File: config.mk
export PLATFORM = sky130hd
export DESIGN_NAME = utf8_stream_decoder
export DESIGN_NICKNAME = d
export VERILOG_FILES = /design/src/rtl/utf8sd_pkg.sv /design/src/rtl/utf8sd_in_stage.sv /design/src/rtl/utf8sd_decode.sv /design/src/rtl/utf8sd_out_stage.sv /design/src/rtl/utf8_stream_decoder.sv
export VERILOG_INCLUDE_DIRS = /design/src /design/src/rtl
export SDC_FILE = /design/constraint.sdc
export NUM_CORES = 1
export LEC_CHECK = 0
export BUFFER_PORTS_ARGS = -buffer_cell sky130_fd_sc_hd__buf_2
export CAP_MARGIN = 20
export CORE_ASPECT_RATIO = 0.8
export CORE_UTILIZATION = 40
export CTS_BUF_LIST = sky130_fd_sc_hd__clkbuf_16
export CTS_CLUSTER_DIAMETER = 120
export CTS_CLUSTER_SIZE = 10
export DETAILED_ROUTE_END_ITERATION = 12
export PLACE_DENSITY_LB_ADDON = 0.05
export SKIP_LAST_GASP = 1
export SLEW_MARGIN = 40
export SYNTH_ARGS = -nofsm -noshare
export SYNTH_HDL_FRONTEND = slang
export SYNTH_SLANG_ARGS = --single-unit
File: constraint.sdc
create_clock -name aclk -period 10.6 [get_ports aclk]
set_clock_uncertainty 0.2 [all_clocks]
set_input_delay 1.06 -clock aclk [delete_from_list [all_inputs] [get_ports aclk]]
set_output_delay 1.06 -clock aclk [all_outputs]
set_load 0.01 [all_outputs]
File: src/rtl/utf8_stream_decoder_macros.svh
// Assertion macros shared by the UTF-8 stream decoder RTL.
`ifndef UTF8_STREAM_DECODER_MACROS_SVH
`define UTF8_STREAM_DECODER_MACROS_SVH

`ifndef SYNTH
// Condition and consequence checked in the same cycle.
`define UTF8SD_ASSERT_NOW(label, clk, rst_n, cond, prop, msg) \
    label: assert property (@(posedge clk) disable iff (!rst_n) (cond) |-> (prop)) \
        else $error(msg);
// Consequence checked in the cycle after the condition.
`define UTF8SD_ASSERT_NEXT(label, clk, rst_n, cond, prop, msg) \
    label: assert property (@(posedge clk) disable iff (!rst_n) (cond) |=> (prop)) \
        else $error(msg);
`else
`define UTF8SD_ASSERT_NOW(label, clk, rst_n, cond, prop, msg)
`define UTF8SD_ASSERT_NEXT(label, clk, rst_n, cond, prop, msg)
`endif

`endif

File: src/rtl/utf8sd_pkg.sv
// Types and constants of the UTF-8 stream decoder.
`default_nettype none
package utf8sd_pkg;

    localparam int BYTE_BITS = 8;
    localparam int CP_BITS   = 31;
    localparam int LEN_BITS  = 3;
    localparam int CNT_BITS  = 16;

    typedef enum logic [1:0] {
        KIND_CODEPOINT = 2'd0,
        KIND_END       = 2'd1,
        KIND_ERROR     = 2'd2
    } kind_t;

    typedef struct packed {
        kind_t                kind;
        logic [CP_BITS-1:0]   codepoint;
        logic [LEN_BITS-1:0]  seq_length;
        logic [CNT_BITS-1:0]  char_count;
    } result_t;

    localparam logic [1:0]          CONT_TAG   = 2'b10;
    localparam logic [CNT_BITS-1:0] COUNT_SAT  = 16'hFFFF;
    localparam logic [LEN_BITS-1:0] LEN_SINGLE = 3'd1;

endpackage
`default_nettype wire

File: src/rtl/utf8sd_in_stage.sv
// Input register that holds one byte beat until the decode step takes it.
`default_nettype none
module utf8sd_in_stage (
    input  wire logic                           aclk,
    input  wire logic                           aresetn,
    input  wire logic                           s_valid,
    output logic                                s_ready,
    input  wire logic [utf8sd_pkg::BYTE_BITS-1:0] s_data_byte,
    input  wire logic                           advance,
    output logic                                held_valid,
    output logic [utf8sd_pkg::BYTE_BITS-1:0]    held_byte
);
    import utf8sd_pkg::*;

    logic                 valid_reg, valid_next;
    logic [BYTE_BITS-1:0] byte_reg;

    assign s_ready = !valid_reg || advance;

    always_comb begin
        valid_next = valid_reg;
        if (s_valid && s_ready) begin
            valid_next = 1'b1;
        end else if (advance) begin
            valid_next = 1'b0;
        end
    end

    always_ff @(posedge aclk) begin
        if (!aresetn) begin
            valid_reg <= 1'b0;
        end else begin
            valid_reg <= valid_next;
        end
    end

    always_ff @(posedge aclk) begin
        if (s_valid && s_ready) begin
            byte_reg <= s_data_byte;
        end
    end

    assign held_valid = valid_reg;
    assign held_byte  = byte_reg;

endmodule
`default_nettype wire

File: src/rtl/utf8sd_decode.sv
// Decode state and the per-byte step: lead classification and six-bit shift-or.
`default_nettype none
module utf8sd_decode #(
    parameter int COUNT_BITS = 16
) (
    input  wire logic                             aclk,
    input  wire logic                             aresetn,
    input  wire logic                             fire,
    input  wire logic [utf8sd_pkg::BYTE_BITS-1:0] data_byte,
    output logic                                  emit,
    output utf8sd_pkg::result_t                   result
);
    import utf8sd_pkg::*;

    logic [CP_BITS-1:0]    acc_reg, acc_next;
    logic [LEN_BITS-1:0]   remain_reg, remain_next;
    logic [LEN_BITS-1:0]   size_reg, size_next;
    logic [COUNT_BITS-1:0] tally_reg, tally_next;
    logic                  skip_reg, skip_next;

    logic [31:0]           tally_wide;
    logic [COUNT_BITS-1:0] tally_bumped;
    logic [CP_BITS-1:0]    acc_shifted;

    assign tally_wide   = 32'(tally_reg);
    assign tally_bumped = (tally_reg == {COUNT_BITS{1'b1}}) ? tally_reg
                                                            : tally_reg + 1'b1;
    assign acc_shifted  = {acc_reg[CP_BITS-7:0], data_byte[5:0]};

    always_comb begin
        acc_next    = acc_reg;
        remain_next = remain_reg;
        size_next   = size_reg;
        tally_next  = tally_reg;
        skip_next   = skip_reg;
        emit        = 1'b0;
        result      = '0;
        result.kind = KIND_CODEPOINT;

        if (fire) begin
            if (skip_reg) begin
                if (data_byte == '0) begin
                    acc_next    = '0;
                    remain_next = '0;
                    size_next   = '0;
                    tally_next  = '0;
                    skip_next   = 1'b0;
                end
            end else if (remain_reg == '0) begin
                if (data_byte == '0) begin
                    emit              = 1'b1;
                    result.kind       = KIND_END;
                    result.char_count = (tally_wide > 32'(COUNT_SAT)) ? COUNT_SAT
                                                                      : tally_wide[15:0];
                    acc_next    = '0;
                    size_next   = '0;
                    tally_next  = '0;
                end else if (!data_byte[7]) begin
                    emit              = 1'b1;
                    result.codepoint  = {{(CP_BITS-BYTE_BITS){1'b0}}, data_byte};
                    result.seq_length = LEN_SINGLE;
                    tally_next        = tally_bumped;
                end else begin
                    unique casez (data_byte)
                        8'b110?????: begin
                            acc_next  = {{(CP_BITS-5){1'b0}}, data_byte[4:0]};
                            size_next = 3'd2;
                        end
                        8'b1110????: begin
                            acc_next  = {{(CP_BITS-4){1'b0}}, data_byte[3:0]};
                            size_next = 3'd3;
                        end
                        8'b11110???: begin
                            acc_next  = {{(CP_BITS-3){1'b0}}, data_byte[2:0]};
                            size_next = 3'd4;
                        end
                        8'b111110??: begin
                            acc_next  = {{(CP_BITS-2){1'b0}}, data_byte[1:0]};
                            size_next = 3'd5;
                        end
                        8'b1111110?: begin
                            acc_next  = {{(CP_BITS-1){1'b0}}, data_byte[0]};
                            size_next = 3'd6;
                        end
                        default: begin
                            // Stray continuation byte, 0xFE or 0xFF.
                            emit        = 1'b1;
                            result.kind = KIND_ERROR;
                            acc_next    = '0;
                            size_next   = '0;
                            tally_next  = '0;
                            skip_next   = 1'b1;
                        end
                    endcase
                    if (!skip_next) begin
                        remain_next = size_next - 1'b1;
                    end
                end
            end else if (data_byte[7:6] != CONT_TAG) begin
                // A zero here is swallowed by the error, so skipping waits for the next one.
                emit        = 1'b1;
                result.kind = KIND_ERROR;
                acc_next    = '0;
                remain_next = '0;
                size_next   = '0;
                tally_next  = '0;
                skip_next   = 1'b1;
            end else begin
                acc_next    = acc_shifted;
                remain_next = remain_reg - 1'b1;
                if (remain_reg == 3'd1) begin
                    emit              = 1'b1;
                    result.codepoint  = acc_shifted;
                    result.seq_length = size_reg;
                    tally_next        = tally_bumped;
                    acc_next          = '0;
                    size_next         = '0;
                end
            end
        end
    end

    always_ff @(posedge aclk) begin
        if (!aresetn) begin
            acc_reg    <= '0;
            remain_reg <= '0;
            size_reg   <= '0;
            tally_reg  <= '0;
            skip_reg   <= 1'b0;
        end else begin
            acc_reg    <= acc_next;
            remain_reg <= remain_next;
            size_reg   <= size_next;
            tally_reg  <= tally_next;
            skip_reg   <= skip_next;
        end
    end

endmodule
`default_nettype wire

File: src/rtl/utf8sd_out_stage.sv
// Result register that holds one result beat until the sink takes it.
`default_nettype none
module utf8sd_out_stage (
    input  wire logic                aclk,
    input  wire logic                aresetn,
    input  wire logic                load,
    input  wire utf8sd_pkg::result_t load_result,
    output logic                     room,
    output logic                     m_valid,
    input  wire logic                m_ready,
    output utf8sd_pkg::result_t      held_result
);
    import utf8sd_pkg::*;

    logic    valid_reg, valid_next;
    result_t result_reg;

    assign room = !valid_reg || m_ready;

    always_comb begin
        valid_next = valid_reg;
        if (load) begin
            valid_next = 1'b1;
        end else if (m_ready) begin
            valid_next = 1'b0;
        end
    end

    always_ff @(posedge aclk) begin
        if (!aresetn) begin
            valid_reg <= 1'b0;
        end else begin
            valid_reg <= valid_next;
        end
    end

    always_ff @(posedge aclk) begin
        if (load) begin
            result_reg <= load_result;
        end
    end

    assign m_valid     = valid_reg;
    assign held_result = result_reg;

endmodule
`default_nettype wire

File: src/rtl/utf8_stream_decoder.sv
// Top level of the UTF-8 stream decoder: input register, decode step, result register.
//
//  channel | direction | payload                                          | handshake
//  s_      | in        | data_byte[7:0]                                   | s_valid/s_ready
//  m_      | out       | result_kind, codepoint, seq_length, char_count   | m_valid/m_ready
//
// One byte is taken per cycle while the result register has room; a byte that ends a code point,
// a zero end or an error is decoded combinationally and loaded as it leaves the input register.
// Reset (aresetn low at a clock edge) clears both beat valid flags and all decode state.
// A stalled result register holds the input register, which then drops s_ready.
`default_nettype none
`include "utf8_stream_decoder_macros.svh"
module utf8_stream_decoder #(
    parameter int COUNT_BITS = 16
) (
    input  wire logic                             aclk,
    input  wire logic                             aresetn,
    input  wire logic                             s_valid,
    output logic                                  s_ready,
    input  wire logic [utf8sd_pkg::BYTE_BITS-1:0] s_data_byte,
    output logic                                  m_valid,
    input  wire logic                             m_ready,
    output logic [1:0]                            m_result_kind,
    output logic [utf8sd_pkg::CP_BITS-1:0]        m_codepoint,
    output logic [utf8sd_pkg::LEN_BITS-1:0]       m_seq_length,
    output logic [utf8sd_pkg::CNT_BITS-1:0]       m_char_count
);
    import utf8sd_pkg::*;

    logic                 held_valid;
    logic [BYTE_BITS-1:0] held_byte;
    logic                 room;
    logic                 advance;
    logic                 emit;
    result_t              step_result;
    result_t              out_result;

    assign advance = held_valid && room;

    utf8sd_in_stage u_in (
        .aclk        (aclk),
        .aresetn     (aresetn),
        .s_valid     (s_valid),
        .s_ready     (s_ready),
        .s_data_byte (s_data_byte),
        .advance     (advance),
        .held_valid  (held_valid),
        .held_byte   (held_byte)
    );

    utf8sd_decode #(
        .COUNT_BITS (COUNT_BITS)
    ) u_dec (
        .aclk      (aclk),
        .aresetn   (aresetn),
        .fire      (advance),
        .data_byte (held_byte),
        .emit      (emit),
        .result    (step_result)
    );

    utf8sd_out_stage u_out (
        .aclk        (aclk),
        .aresetn     (aresetn),
        .load        (advance && emit),
        .load_result (step_result),
        .room        (room),
        .m_valid     (m_valid),
        .m_ready     (m_ready),
        .held_result (out_result)
    );

    assign m_result_kind = out_result.kind;
    assign m_codepoint   = out_result.codepoint;
    assign m_seq_length  = out_result.seq_length;
    assign m_char_count  = out_result.char_count;

    // A byte waiting on a full result register must stay put.
    `UTF8SD_ASSERT_NEXT(a_in_holds, aclk, aresetn, held_valid && !room, held_valid, "input beat lost while result stalled")
    `UTF8SD_ASSERT_NOW(a_cp_len, aclk, aresetn, m_valid && (m_result_kind == KIND_CODEPOINT), (m_seq_length != '0) && (m_char_count == '0), "codepoint beat has bad length or count")
    `UTF8SD_ASSERT_NOW(a_other_zero, aclk, aresetn, m_valid && (m_result_kind != KIND_CODEPOINT), (m_codepoint == '0) && (m_seq_length == '0), "non-codepoint beat carries codepoint data")
    `UTF8SD_ASSERT_NOW(a_err_zero, aclk, aresetn, m_valid && (m_result_kind == KIND_ERROR), m_char_count == '0, "error beat carries a count")

endmodule
`default_nettype wire
==> results_dict.tcl <==
set metrics [dict create \
    cts_tree "yes" \
    layout_commonest_cell "buf_2" \
    cts-root-buf "clkbuf_16" \
    grt_pass1_vias 3353 \
    reg2reg_depth 7 \
    slew_headroom 0.4933 \
    fmax_mhz 331.6 \
    synth_warnings 0 \
    drc 10 \
    place_ws_ps 7276 \
    end_kind "flop" \
    cts.repair.resized 0 \
    setup_slack_ps 7584 \
    detail_route.iter0.violations 271 \
    synth_edf_count 60 \
    worst_pin_slew_ps 755.8 \
    die_x_um 125.2 \
    p_leak_nw 1.960 \
    setup_viol 0 \
    hold_start "u_dec.acc_reg[23]" \
    endpoint "u_out.held_result[40]" \
    place_congestion 0.8314 \
    synth_area_mm2 0.004853 \
    crit_fanout 37 \
    placementRows 35 \
    placed_area_mm2 0.005263 \
    insertedDiodeCount 0 \
    yosysTopAreaCell "edfxtp_1" \
    fillerInstances 1102 \
    syn_avg_cell_area_um2 10.60 \
    crit_type "reg2reg" \
    cp-start-kind "flop" \
    hold_ws_ps 248.8 \
    r2r-end "u_out.held_result[40]" \
    grt_pass1_wl_um 17310 \
    max-vdd-ir-drop_uv 68.80 \
    post-route-cell-area_mm2 0.005562 \
    p_switching_uw 211.7 \
    clk_pin_slew_ps 70 \
    fin_nets 526 \
    cts_hold_buffers 0 \
    p_per_area_mw_per_mm2 158.7 \
    post_drt_wl_per_cell_um 15.93 \
    ios 66 \
    antenna_found_initial 0 \
    synthArstFlopShare 0 \
    area_growth_pct 14.59 \
    arrival_ps 2800 \
    synthCells 458 \
    p_int_uw 670.8 \
    hold_class "reg2reg" \
    synth_cell_types 62 \
    chipHeight_um 100.5 \
    rsz0062_at_grt "no" \
    status "complete, but fails checks" \
    vias_per_cell 5.387 \
    synth.top_cell.area_share 0.3712 \
    worstSetupStartpoint "u_dec.remain_reg[0]" \
    numPortBuffers 65 \
    htree_levels 3 \
    dpl.cell_count 646 \
    post_cts_buffers 0 \
    cts_buffers 9 \
    largest_reg_flops 52 \
    initial_core_util 0.4166 \
    violations "design-rule violations" \
    r2r-start "u_dec.remain_reg[0]" \
    core_mm2 0.01165 \
    r2r_slack_ps 7580 \
    drv_slew 0 \
    seqPwrFrac 0.535 \
    finalNonFillerCells 662 \
    swShare 0.2399 \
    drive_gt1_frac 0.1965 \
    die_area_mm2 0.01258 \
    ys.flop_type "edfxtp_1" \
    grt_overflow 0 \
    yosysSeqAreaShare 0.5775 \
    clock_path_buffers 2 \
    grt_usage 0.1754 \
    clk-insertion-delay-late_ps 340 \
    most-common-layout-cells "65 x buf_2, 60 x edfxtp_1, 52 x and2_1, 50 x dfxtp_1, 48 x a21oi_1" \
    yosys_register_bits 110 \
    fin_crit_ps 3016 \
    drv_cap 0 \
    clkPwrFrac 0.382 \
    grt_max_degree 38 \
    required_ps 10380 \
    cts_sinks 110 \
    power_uw 882.4 \
    num_vias 3566 \
    synth_nets 475 \
    place.detailed.hpwl_um 7011 \
    combPwrFrac 0.083 \
    ant_nets 0 \
    fin_setup_tns_ps 0 \
    finalWirelength_um 10550 \
    fin_crit_sh 0.2845 \
    yosys-top-cells-area "edfxtp_1 37%, dfxtp_1 21%, and2_1 6.7%" \
    final_util 0.4774 \
    dr.pass1.iters 8 \
    finalHoldViolCount 0 \
]
==> critical path, cell delays in order, from the launching register on <==
cell	delay, ps
dfxtp_1	390
inv_1	90
ha_1	300
nand4b_1	230
a21oi_1	90
or2_2	340
nor2_4	460
buf_4	520
==> power groups by stage <==
| stage | Sequential, mW | Clock (mW) | Combinational [mW] |
|---|---|---|---|
| 6_report | 0.472 | 0.337 | 0.0735 |
| 5_1_grt | 0.474 | 0.363 | 0.0812 |
| 4_1_cts | 0.472 | 0.347 | 0.0744 |
| 3_5_place_dp | 0.482 | 0 | 0.0740 |
| 3_3_place_gp | 0.482 | 0 | 0.0727 |
| 2_1_floorplan | 0.485 | 0 | 0.0462 |
==> how the worst min path moves through the flow <==
stage          depth (start not counted)                end  slack, ps
3_3_place_gp                           2  u_dec.acc_reg[24]        240
3_5_place_dp                           2  u_dec.acc_reg[21]        240
6_report                               2  u_dec.acc_reg[23]        250
5_1_grt                                2  u_dec.acc_reg[23]        280
2_1_floorplan                          2  u_dec.acc_reg[19]        230
4_1_cts                                2  u_dec.acc_reg[21]        250
==> Yosys cell counts, drive strengths merged (2+ instances only) <==
cell	count
a22o	2
a21oi	49
or2	2
a31oi	5
nor4	3
and4	5
o21a	7
o21bai	2
nor2	17
nand2	39
and3	2
buf	10
edfxtp	60
nand4	12
nor3	5
o2111ai	4
o211ai	2
and2	53
a211oi	5
nand2b	5
o22ai	3
nor2b	3
clkbuf	19
a41oi	3
ha	5
nand3	43
nor3b	3
o311ai	2
inv	11
dfxtp	50
or4	3
o21ai	11
==> logic make-up (layout without fill, tap and decap cells) <==
logic type      count (synthesis)  after routing  synth area share
xor+xnor                        1              1          0.001805
compound gates                104            104            0.1400
fa+ha+maj                       5              5           0.01289
buf+inv                        40             96           0.03867
simple gates                  198            198            0.2292
flops                         110            110            0.5775
==> metal layers <==
metal	vias to the layer above	track usage	part of all wire
met5	-	0	0
met1	1685	0.2481	0.51
met2	94	0.2609	0.43
met3	14	0.04140	0.046
li1	1773	-	-
met4	0	0.06754	0.016
==> cell type report <==
| type | count | area [um2] | area share |
|---|---|---|---|
| Clock buffer | 9 | 225.2 | 0.04049 |
| Clock inverter | 7 | 73.82 | 0.01327 |
| Inverter | 11 | 41.29 | 0.007424 |
| Multi-Input combinational cell | 308 | 1878 | 0.3377 |
| Sequential cell | 110 | 2803 | 0.5039 |
| Tap cell | 148 | 185.2 | 0.03330 |
| Timing Repair Buffer | 69 | 355.3 | 0.06389 |
(Power assumes the default switching activity.)
